$ cat src/rtl/eas_mul.sv
`default_nettype none
module eas_mul (
	input wire logic clk,
	input wire logic signed [33:0] a,
	input wire logic signed [33:0] b,
	output logic signed [67:0] p
);

	logic signed [67:0] p_q;

	always_ff @(posedge clk) begin
		p_q <= a * b;
	end

	assign p = p_q;

endmodule
`default_nettype wire

$ cat config.mk
export PLATFORM = sky130hd
export DESIGN_NAME = eas_mul
export DESIGN_NICKNAME = d
export VERILOG_FILES = /design/src/rtl/eas_mul.sv
export SDC_FILE = /design/constraint.sdc
export NUM_CORES = 2
export LEC_CHECK = 0
export ABC_AREA = 0
export CAP_MARGIN = 0
export CORE_UTILIZATION = 40
export DETAILED_ROUTE_END_ITERATION = 10
export DONT_BUFFER_PORTS = 1
export PLACE_DENSITY = 0.55
export SKIP_LAST_GASP = 1
export SLEW_MARGIN = 20
export SYNTH_ARGS = -nofsm -noshare
export SYNTH_HDL_FRONTEND = slang
export SYNTH_SLANG_ARGS = --single-unit
$ cat constraint.sdc
create_clock -name clk -period 13.7 [get_ports clk]
set_input_delay 1.37 -clock clk [delete_from_list [all_inputs] [get_ports clk]]
set_output_delay 1.37 -clock clk [all_outputs]
set_load 0.01 [all_outputs]
# == Yosys cells after proc, flatten, opt, wreduce, memory -nomap -nowiden ==
# Index checks and enable logic that the tools add are counted.
# word_totals
inputBits,69
latch_bits,0
register_bits,68
n_memories,0
ram_bits,0
rom_bits,0
word_cells,2
# op_classes
n_bitwise,0
n_mul,1
mux,0
n_div,0
shifts,0
order_cmp,0
n_eq_ne,0
n_reduce_logical,0
n_addsub,0
# ops
op,n
34-bit by 34-bit multiplier with 68-bit output,1

# == Depth between registers and ports, before layout ==
# depth
ltp_word,1
ltp_mapped,31
depth_no_buf,29

# == Worst setup path after synthesis ==
# Ideal clock, no wire load.
# synth_path
path_kind,input to register
start,in a[33]
end,reg p_q[65] (netlist: p[65])
t_arrival_ps,8788
path_stages,24
required_time_ps,13628
setup_slack_ps,4840
n_path_buf,2
cell_sequence,clkbuf_1 nand2_1 inv_1 fa_1 fa_1 fa_1 fa_1 inv_1 fa_1 fa_1 fa_1 fa_1 inv_1 ha_1 clkdlybuf4s50_2 nand3_1 or2_2 nor2_1 a221oi_1 o21ai_0 a31oi_2 nor2_2 o41ai_2 xnor2_1
# synth_via
elab_chain_len,1
# synth_rtl
element,line,text
from (decl),4,"input wire logic signed [33:0] a,"
34-bit by 34-bit multiplier with 68-bit output,12,p_q <= a * b;
to (signal assigned),12,
to (decl),9,logic signed [67:0] p_q;
# No other way between the ends.

# == Worst setup path after layout ==
# layout_path
start,in a[33]
end,reg p_q[66] (netlist: p[66])
# Same word-level chain as after synthesis.

==> impl_metrics.toml <==
[timing]
hold_viol_final = 0
max_freq_mhz = 113.2
drv_slew = 0
finalCriticalPeriod_ns = 8.830
setup_violations = 0
fin_crit_sh_pct = 64.46
setup_ws_ns = 4.870
grt_setup_unrepaired = "false"
hold_ws_ns = 1.098
worst_pin_slew_ns = 1.228
slew_headroom_pct = 17.36
finalSetupTns_ns = 0

[worst_setup_path]
cp_num_cells = 21
path_buf_inv = 3
cp_cell_sequence = "nand2_1 -> inv_1 -> fa_1 -> fa_1 -> fa_1 -> fa_1 -> fa_1 -> fa_1 -> fa_1 -> inv_1 -> fa_1 -> inv_1 -> ha_1 -> and2_1 -> and3_1 -> a221oi_1 -> o41ai_1 -> a31oi_4 -> o31ai_4 -> a221oi_2 -> xnor2_1"
crit_path_max_incr_delay_ns = 1.33
critical_path_class = "in2reg"
cp.arrival_ns = 9.17
cp_slowest_cell = "fa_1"
cp.required_ns = 14.04
cp_top_family = "adder cells"
endpoint_kind = "register"
setup.worst_path.end = "p[66]"
cp_max_fo = 34
crit_path_start = "a[33]"
cpMostUsedCell = "fa_1"
crit_path_start_kind = "primary input"

[synth]
async_reset_ff_share_pct = 0
postSynthNetCount = 6068
synth-edff-count = 0
postSynthAreaPerCell_um2 = 9.448
yosys_warnings = 0
ys.flop_type = "dfxtp_1"
seq_area_frac_synth_pct = 3.164
ys_ff_latch = 68
synth.distinct_cells = 69
mappedNetlistArea_um2 = 43030
syn-instance-count = 4554

[detailed_routing]
viasPerCell = 4.980
drtPass1Iterations = 5
wire_per_inst_um = 20.59
routed_wl_um = 118200
drtIter0Drc = 1465
ant_nets = 0
drc_errors = 0
vias = 28590

[grt]
grt_overflow = 0
use_met2_pct = 38.38
busiest_layer = "met2"
first_global_vias = 32360
antenna_found_initial = 2
met3_usage_pct = 4.564
met1_usage_pct = 31.56
grt_pass1_wl_um = 190900
grt_max_degree = 35
track_usage_pct = 23.33

[floorplanning]
coreArea_um2 = 106000
initial_core_util_pct = 40.59
io_pins = 137
die_y_um = 330.0
die_x_um = 330.0
fp.dieArea_um2 = 108900
rows = 119

[layout]
drive_above_1_share_pct = 1.242
areaGrowthSynthToFinish_pct = 2.786
largest_register_ffs = 68
layout.nets = 5857
fin_util_pct = 41.72
fillers = 10570

[clock_network]
ctsHoldBuffers = 0
cts-buffers-inserted = 9
postCtsResizedCells = 0
tritoncts = "yes"
cts_max_level = 3
clk_pin_slew_ns = 0.07
post-cts-setup-buffers = 0
numClockSinks = 68
cts.path.max_buffers = 2
root_buffer = "clkbuf_16"

[hold_path]
min_path_type = "in2reg"
hold_depth = 1

[placed_design]
dp.final_hpwl_um = 92080
io_buffers = 0
pre_cts_ws_ns = 4.443
gp_congestion = 0.8788

[status]
status = "finished clean"

[flow_run]
maxCapViolCount = 0
[how the worst min path moves through the flow]
stage,start,endpoint
CTS,b[0],p[0]
global placement,b[0],p[0]
detailed placement,b[0],p[0]
global route,b[0],p[0]
finish,b[0],p[0]
floorplan,a[0],p[0]
[layer usage]
layer	part of all wire, %	routed length [µm]
met2	48	57110
met5	0	0
met1	43	50470
met3	6.5	7623
met4	2.5	2967
[placed cells by master (no fill, tap or decap), drive strengths merged, types with 7 or more instances in the layout]
master  Yosys  final
xnor2      56     56
nand2     542    542
a21oi      63     63
and2      623    623
a31oi      10     10
nor2b       9      9
o21bai     12     12
ha        204    204
nand3      11     11
dfxtp      68     68
nand4      11     11
fa       1241   1241
a21o       37     37
xor2       23     23
inv      1231   1232
a211oi      7      7
nor2       56     56
and3        8      8
nand2b     20     20
o21ai      41     41
clkbuf    217     11
[kinds of logic (layout without fill, tap and decap cells)]
group                    Yosys count  count (layout)  share of synthesized area (%)
buffers and inverters           1460            1254                          12.84
adder cells (fa/ha/maj)         1445            1445                          63.67
AND/OR/NAND/NOR                 1296            1296                          15.37
AO/OA/AOI/OAI                    206             206                          3.347
XOR/XNOR                          79              79                          1.608
flip-flops                        68              68                          3.164
other                              0               1                              0
[area by class of cell]
type | instances | area, µm² | share of cell area, %
inverters | 1232 | 4624 | 10.46
clock inverters | 5 | 58.81 | 0.1330
well taps | 1391 | 1740 | 3.935
clock buffers | 11 | 252.7 | 0.5715
multi-input cells | 3026 | 36140 | 81.72
flip-flops and latches | 68 | 1361 | 3.078
diodes | 1 | 2.502 | 0.005658
repair buffers | 6 | 45.04 | 0.1018
[cells in the mapped netlist (all sizes together), types with 5 or more instances]
library cell / count / share of area, %
a211oi: 7 / 0.13
xor2: 23 / 0.47
inv: 1231 / 11
a21oi: 63 / 0.75
ha: 204 / 5.9
and2: 623 / 9.1
a21o: 37 / 0.65
dfxtp: 68 / 3.2
nor2b: 9 / 0.13
nand2b: 20 / 0.29
nand3: 11 / 0.13
a31oi: 10 / 0.21
nand4: 11 / 0.16
xnor2: 56 / 1.1
o21ai: 41 / 0.52
nand2: 542 / 4.7
o21bai: 12 / 0.21
fa: 1241 / 58
and3: 8 / 0.13
clkbuf: 217 / 1.9
nor2: 56 / 0.50
o41ai: 6 / 0.17
buf: 9 / 0.14
nor3: 5 / 0.058
[through the flow]
stage | instance area [µm²] | std cells
2_1_floorplan | 43030 | 4554
3_3_place_gp | 43910 | 5723
3_5_place_dp | 43910 | 5723
4_1_cts | 44220 | 5739
5_1_grt | 44220 | 5739
6_report | 44230 | 5740
Power is left out: the tool's default activity adds up to more than one toggle a clock period on the data nets, which glitch-free logic cannot reach.
