--- config.mk ---
export PLATFORM = sky130hd
export DESIGN_NAME = eas_div
export DESIGN_NICKNAME = d
export VERILOG_FILES = /design/src/rtl/eas_pkg.sv /design/src/rtl/eas_div.sv
export SDC_FILE = /design/constraint.sdc
export NUM_CORES = 1
export LEC_CHECK = 0
export BUFFER_PORTS_ARGS = -buffer_cell sky130_fd_sc_hd__buf_2
export CAP_MARGIN = 0
export CORE_MARGIN = 2
export CORE_UTILIZATION = 55
export CTS_CLUSTER_DIAMETER = 150
export DETAILED_ROUTE_END_ITERATION = 8
export HOLD_SLACK_MARGIN = 0.05
export PLACE_DENSITY = 0.78
export SETUP_SLACK_MARGIN = 0.05
export SLEW_MARGIN = 40
export SYNTH_ARGS = -nofsm -noshare
export SYNTH_HDL_FRONTEND = slang
export SYNTH_SLANG_ARGS = --single-unit
export TNS_END_PERCENT = 10
--- constraint.sdc ---
create_clock -name clk -period 4.2 [get_ports clk]
set_input_delay 0.42 -clock clk [delete_from_list [all_inputs] [get_ports clk]]
set_output_delay 0.42 -clock clk [all_outputs]
set_load 0.02 [all_outputs]
--- src/rtl/eas_pkg.sv ---
`default_nettype none
package eas_pkg;

	localparam int CORDIC_ITERATIONS = 24;
	localparam int CORDIC_TABLE_LEN = 31;
	localparam int CORDIC_STEPS = (CORDIC_ITERATIONS > CORDIC_TABLE_LEN) ?
		CORDIC_TABLE_LEN : CORDIC_ITERATIONS;

	// Dividend width: 51-bit magnitude times 32-bit tick rate.
	localparam int DIV_NUM_W = 83;
	localparam int DIV_DEN_W = 36;
	localparam int DIV_Q_W = 33;

	localparam logic signed [31:0] PI_Q28 = 32'sd843314857;
	localparam logic signed [31:0] HALF_PI_Q28 = 32'sd421657428;
	localparam logic signed [31:0] TWO_PI_Q28 = 32'sd1686629713;
	localparam logic [31:0] RPM_K_Q28 = 32'd2563369783;
	localparam logic signed [33:0] CORDIC_GAIN = 34'sd652032874;

	// 2^62 / TWO_PI_Q28, rounded down with margin so that a quotient estimate
	// built from it never exceeds the true quotient.
	localparam logic [31:0] TWO_PI_RECIP = 32'd2734261000;

	localparam logic [1:0] REG_RADIANS_PER_COUNT = 2'd0;
	localparam logic [1:0] REG_FILTER_COEFF = 2'd1;
	localparam logic [1:0] REG_TICKS_PER_SECOND = 2'd2;

	localparam logic CMD_START = 1'b0;
	localparam logic CMD_SAMPLE = 1'b1;

	typedef struct packed {
		logic done;
		logic big;
		logic [DIV_Q_W-1:0] quot;
	} div_res_t;

	typedef struct packed {
		logic done;
		logic [31:0] sine;
		logic [31:0] cosine;
	} cor_res_t;

	function automatic logic [31:0] atan_entry(input logic [4:0] i);
		logic [31:0] v;
		case (i)
			5'd0: v = 32'h3243F6A8;
			5'd1: v = 32'h1DAC6705;
			5'd2: v = 32'h0FADBAFC;
			5'd3: v = 32'h07F56EA6;
			5'd4: v = 32'h03FEAB76;
			5'd5: v = 32'h01FFD55B;
			5'd6: v = 32'h00FFFAAA;
			5'd7: v = 32'h007FFF55;
			5'd8: v = 32'h003FFFEA;
			5'd9: v = 32'h001FFFFD;
			5'd10: v = 32'h000FFFFF;
			5'd11: v = 32'h0007FFFF;
			5'd12: v = 32'h0003FFFF;
			5'd13: v = 32'h0001FFFF;
			5'd14: v = 32'h0000FFFF;
			5'd15: v = 32'h00007FFF;
			5'd16: v = 32'h00003FFF;
			5'd17: v = 32'h00001FFF;
			5'd18: v = 32'h00000FFF;
			5'd19: v = 32'h000007FF;
			5'd20: v = 32'h000003FF;
			5'd21: v = 32'h000001FF;
			5'd22: v = 32'h000000FF;
			5'd23: v = 32'h0000007F;
			5'd24: v = 32'h0000003F;
			5'd25: v = 32'h0000001F;
			5'd26: v = 32'h0000000F;
			5'd27: v = 32'h00000008;
			5'd28: v = 32'h00000004;
			5'd29: v = 32'h00000002;
			5'd30: v = 32'h00000001;
			default: v = 32'h00000000;
		endcase
		return v;
	endfunction

endpackage
`default_nettype wire

--- src/rtl/eas_div.sv ---
`default_nettype none
module eas_div (
	input wire logic clk,
	input wire logic arst_n,
	input wire logic start,
	input wire logic [eas_pkg::DIV_NUM_W-1:0] num,
	input wire logic [eas_pkg::DIV_DEN_W-1:0] den,
	output eas_pkg::div_res_t res
);

	localparam int CNT_W = $clog2(eas_pkg::DIV_NUM_W);

	logic [eas_pkg::DIV_NUM_W-1:0] num_q;
	logic [eas_pkg::DIV_DEN_W-1:0] den_q;
	logic [eas_pkg::DIV_DEN_W-1:0] rem_q;
	logic [eas_pkg::DIV_Q_W-1:0] quot_q;
	logic big_q;
	logic [CNT_W-1:0] cnt_q;
	logic busy_q;
	logic done_q;

	logic [eas_pkg::DIV_DEN_W:0] trial;
	logic [eas_pkg::DIV_DEN_W:0] diff;
	logic ge;

	assign trial = {rem_q, num_q[eas_pkg::DIV_NUM_W-1]};
	assign ge = trial >= {1'b0, den_q};
	assign diff = trial - {1'b0, den_q};

	always_ff @(posedge clk or negedge arst_n) begin
		if (!arst_n) begin
			busy_q <= 1'b0;
			done_q <= 1'b0;
			cnt_q <= '0;
		end else begin
			done_q <= 1'b0;
			if (start) begin
				busy_q <= 1'b1;
				cnt_q <= CNT_W'(eas_pkg::DIV_NUM_W - 1);
			end else if (busy_q) begin
				cnt_q <= cnt_q - 1'b1;
				if (cnt_q == '0) begin
					busy_q <= 1'b0;
					done_q <= 1'b1;
				end
			end
		end
	end

	// Quotient bits beyond the kept width only matter as an overflow mark.
	always_ff @(posedge clk) begin
		if (start) begin
			num_q <= num;
			den_q <= den;
			rem_q <= '0;
			quot_q <= '0;
			big_q <= 1'b0;
		end else if (busy_q) begin
			num_q <= {num_q[eas_pkg::DIV_NUM_W-2:0], 1'b0};
			rem_q <= ge ? diff[eas_pkg::DIV_DEN_W-1:0] : trial[eas_pkg::DIV_DEN_W-1:0];
			quot_q <= {quot_q[eas_pkg::DIV_Q_W-2:0], ge};
			big_q <= big_q | quot_q[eas_pkg::DIV_Q_W-1];
		end
	end

	assign res.done = done_q;
	assign res.big = big_q;
	assign res.quot = quot_q;

endmodule
`default_nettype wire

-- Yosys cells after proc, flatten, opt, wreduce, memory -nomap -nowiden
Index checks and enable logic that the tools add are counted.
- muxes and demuxes: 11
- bitwise logic cells: 1
- magnitude comparators: 1
- reductions and logical operators: 2
- $add $sub $neg: 2
- operators with widths (operator ; count):
    $mux 83 ; 2
    $ge 37x36->1 ; 1
    $mux 36 ; 1
    $sub 36x36->36 ; 1
    $mux 7 ; 2
    $logic_not 7->1 ; 1
    $sub 7x1->7 const B ; 1
    $mux 1 ; 6
    $reduce_bool 2->1 ; 1
    $or 1x1->1 ; 1
- register bits after elaboration: 198
- bits of input ports: 122
- output and inout bits: 35

-- Longest topological paths before layout
- word-level depth: 4
- depth in mapped cells: 13

-- Least setup slack after synthesis
OpenSTA, ideal clock, no wires.
- path type: input to register
- start: input start
- end: register num_q[0] in the netlist's numbering, enable pin
- required time: 3764 ps
- data arrival time: 2736 ps
- stages: 4
- path slack: 1028 ps
- setup time: 436 ps
- path through: clkbuf_1 clkbuf_1 nor2_1 inv_1
- longest elaborated chain between the ends: 1
- RTL lines (what ; line ; text):
    start: declaration ; eas_div.sv:5 ; input wire logic start,
    $reduce_bool 2->1 (no line) ; -- ;
    end signal: assignment ; eas_div.sv:53 ; num_q <= num;
    end signal: assignment ; eas_div.sv:59 ; num_q <= {num_q[eas_pkg::DIV_NUM_W-2:0], 1'b0};
    end: declaration ; eas_div.sv:13 ; logic [eas_pkg::DIV_NUM_W-1:0] num_q;
No other way between the ends.
A chain may end at the register's enable or synchronous reset.

-- Final worst setup path
- start: register den_q[10] in the netlist's numbering
- end: register rem_q[26] in the netlist's numbering
- longest elaborated chain between the ends: 2
- RTL lines (what ; line ; text):
    start: declaration ; eas_div.sv:14 ; logic [eas_pkg::DIV_DEN_W-1:0] den_q;
    start signal: assignment ; eas_div.sv:54 ; den_q <= den;
    $sub 36x36->36 / $ge 37x36->1 (equally long branches) ; eas_div.sv:28, eas_div.sv:27 ;
    $mux 36 (*) ; eas_div.sv:60 ; rem_q <= ge ? diff[eas_pkg::DIV_DEN_W-1:0] : trial[eas_pkg::DIV_DEN_W-1:0];
    end signal: assignment ; eas_div.sv:60 ;
    end: declaration ; eas_div.sv:15 ; logic [eas_pkg::DIV_DEN_W-1:0] rem_q;
Every way passes the cells marked *; elsewhere a longest branch is shown, timed or not.

==> reports/metrics.cfg <==
[synth]
synthXorXnorAreaFrac=0.0315
synth_sequential_area_ratio=0.519
netlist_top_cells_count=119 x sky130_fd_sc_hd__edfxtp_1, 83 x sky130_fd_sc_hd__mux2_2, 82 x sky130_fd_sc_hd__nor2_1
postSynthNetCount=1043
syn_avg_cell_area_um2=11.4
post-synth-top-area-cell=sky130_fd_sc_hd__edfxtp_1
post_synth_adder_cell_area=0.0495
ys_dominant_reg_cell=sky130_fd_sc_hd__edfxtp_1
synthesis.area_um2=10000
yosys_register_bits=198
synth.most_common_cell=sky130_fd_sc_hd__edfxtp_1
synthCells=882
yosys_warnings=0
synth.area.mux_share=0.128
area_fraction_in_compound_gates_after_synthesis=0.124
async_reset_ff_frac=0.0455
post_synth_num_cell_types=59
simple_gate_portion_of_the_synthesized_area=0.107
synth_edf_count=119
synth.area.top_cells=sky130_fd_sc_hd__edfxtp_1 36%, sky130_fd_sc_hd__dfxtp_1 14%, sky130_fd_sc_hd__mux2_2 9.3%
yosysTopAreaCellShare=0.357
synth_top_family_by_area=multiplexers

[floorplanning]
die_area_um2=19300
num_rows=49
die_height_um=139
top_level_ports=157
std_cell_core_area_um2=17900
initial_core_util=0.559
die_w_um=139

[sta]
post-route-min-period_ns=3.31
setup_violations=0
finClkSkew_ns=0.0126
final_hold_vio_count=0
final_max_slew_viol_count=0
setup_slack_ns=0.893
relSlewSlack=0.465
whs_ns=0.154
max_freq_ghz=0.302
layout_worst_path_cycle_share=0.787
worst_slew_pin_slew_ns=0.802
rsz0062_at_grt=no
finalSetupTns_ns=0

[job]
timing.max_cap.violations=0

[route]
route.detailed.drc=0
postRouteAntennaNets=0
wirelength_um=20300
avgRoutedWirePerCell_um=16.2
via_count=7068
drtIter0Drc=372
vias_per_cell=5.62
drt_first_pass_iters=5

[setup_path]
critical-path-slowest-cell=sky130_fd_sc_hd__o21ai_4
setup_cp_type=flop to flop
worst_setup_path_startpoint=den_q[10]
r2r-end=rem_q[26]
worst_path_largest_cell_delay_ns=0.56
crit_arrival_ns=3.65
cp.required_ns=4.54
rrSetupSlack_ns=0.89
critical-path-top-cell-by-count=sky130_fd_sc_hd__a21o_1
critical_path.endpoint=rem_q[26]
worst-path-buf-inv=2
kind_of_cell_with_the_highest_combined_delay_on_the_critical_path=compound AO/OA/AOI/OAI gates
path_depth=11
rr_startpoint=den_q[10]
worstRegToRegCells=11
crit_path_start_kind=flop
timing.critical_path.to_type=flop
path_max_fanout=22
path_cells=inv_1 -> ha_1 -> a21o_1 -> a31o_1 -> a311o_1 -> a21o_1 -> a21o_2 -> o21ai_4 -> buf_4 -> nand2_1 -> a311oi_2

[power]
share_seq_of_total_power=0.516
combinational_cell_fraction_of_total_power=0.086
vdd_drop_max_mv=0.344
power.static_leakage_nw=5.14
power.clock.fraction=0.398
p_per_area_nw_per_um2=374
power_switching_share=0.247
power_report.internal_total_w=0.00326
p_switching_w=0.00107

[cells_and_area]
finalCoreUtilization=0.646
net_total_in_the_final_layout=1174
drive_above_1_share=0.293
final.fill_count=1430
finalNonFillerCells=1258
area_delta_synth_final_pct=15.6

[run_status]
run_status=completed

[global_routing]
initial_antenna_violation_count=4
number_of_global_route_vias_before_repair=6892
grt_overflow_total=0
grt_first_pass_wirelength_um=33700
globalRouteTotalUtil=0.215
grt_max_degree=156

[cts]
clk-insertion-delay-late_ns=0.44
tritoncts_sink_count=198
tritoncts=done
num_cts_buffers=17
ctsLongestPathBuffers=2
clock_tree.htree_level_count=4
clk_pin_slew_ns=0.08
cts.root.buffer_cell=sky130_fd_sc_hd__clkbuf_16

[hold_path]
hold_path.class=input pin to flop
min_delay_path_depth=1

[placement]
dpl.hpwl_um=14000
numPortBuffers=156
dp_slack_ns=0.933
finalWeightedCongestion=0.843
place.detailed.instances=1222

[cell families after synthesis]
family	count (synthesis)
fa+ha+maj	39
xor+xnor	36
buf+inv	97
flops	198
mux	118
compound gates	158
simple gates	236
[worst reg2reg max path, cell delays in order, from the launching register on]
cell and delay [ns]:
sky130_fd_sc_hd__edfxtp_1 0.33, sky130_fd_sc_hd__inv_1 0.05, sky130_fd_sc_hd__ha_1 0.37, sky130_fd_sc_hd__a21o_1 0.22, sky130_fd_sc_hd__a31o_1 0.23, sky130_fd_sc_hd__a311o_1 0.33, sky130_fd_sc_hd__a21o_1 0.19, sky130_fd_sc_hd__a21o_2 0.26
sky130_fd_sc_hd__o21ai_4 0.56, sky130_fd_sc_hd__buf_4 0.34, sky130_fd_sc_hd__nand2_1 0.09, sky130_fd_sc_hd__a311oi_2 0.25
[how the worst min path moves through the flow]
| stage | from | to | slack, ns |
|---|---|---|---|
| after detailed placement | arst_n | done_q | 0.28 |
| after CTS | den[11] | den_q[11] | 0.13 |
| final | den[22] | den_q[22] | 0.15 |
| after floorplan | arst_n | busy_q | 0.12 |
| after global placement | arst_n | done_q | 0.28 |
| after global routing | den[8] | den_q[8] | 0.13 |
[power by group through the flow]
stage	clock network [W]	logic (W)	registers (W)
2_1_floorplan	0	0.000258	0.00226
3_3_place_gp	0	0.000359	0.00227
3_5_place_dp	0	0.000370	0.00227
4_1_cts	0.00177	0.000373	0.00223
5_1_grt	0.00183	0.000416	0.00224
6_report	0.00172	0.000371	0.00223
[state kept, by name (all words and copies together) (netlist names)]
| signal | count |
|---|---|
| den_q | 36 |
| big_q | 1 |
| done_q | 1 |
| num_q | 83 |
| quot_q | 33 |
| busy_q | 1 |
| cnt_q | 7 |
| rem_q | 36 |
[per-stage QoR]
stage	total power, W	cell area (um2)
finish	0.00432	11600
global route	0.00449	11600
CTS	0.00437	11600
detailed placement	0.00264	10900
global placement	0.00263	10900
floorplan	0.00252	10000
[metal layers]
layer / vias to the layer above / track usage / wire [um]
li1: 3482 / - / -
met1: 3349 / 0.280 / 8850
met4: 2 / 0.0691 / 340
met5: - / 0 / 11
met3: 26 / 0.0704 / 1540
met2: 209 / 0.343 / 9580
[cells in the final DEF, fill, tap and decap left out, drive strengths merged, types with 4 or more instances in the layout]
| cell type | Yosys | final |
|---|---|---|
| buf | 16 | 161 |
| a21oi | 36 | 36 |
| o21a | 5 | 5 |
| and2 | 4 | 4 |
| a311oi | 25 | 25 |
| dfxtp | 70 | 70 |
| nor3 | 9 | 9 |
| inv | 47 | 55 |
| clkbuf | 34 | 17 |
| nand2 | 78 | 78 |
| nand2b | 4 | 4 |
| a211oi | 7 | 7 |
| nor2b | 8 | 8 |
| a21o | 24 | 24 |
| mux2 | 83 | 83 |
| edfxtp | 119 | 119 |
| o21ai | 20 | 20 |
| a41oi | 5 | 5 |
| dfrtp | 9 | 9 |
| nor2 | 82 | 82 |
| ha | 38 | 38 |
| xnor2 | 19 | 19 |
| nor3b | 6 | 6 |
| mux2i | 35 | 35 |
| clkinv | 0 | 5 |
| a31oi | 8 | 8 |
| and3 | 6 | 6 |
| xor2 | 17 | 17 |
| nand4 | 12 | 12 |
| nand3 | 13 | 13 |
| o211ai | 4 | 4 |
[layout make-up]
type                    count  area [um2]  area share
diodes                      3        7.51    0.000649
inverters                  47         179      0.0155
repair buffers            162         847      0.0732
clock buffers              17         425      0.0368
multi-input cells         587        4410       0.381
clock inverters            15         214      0.0185
well taps                 229         287      0.0248
flip-flops and latches    198        5200       0.450
[timing repair]
item	in CTS	in global routing
endpoints found under the hold margin	9	0
hold buffers	1	0
gates resized for setup	0	0
buffers inserted	0	0
(Power assumes the default switching activity.)
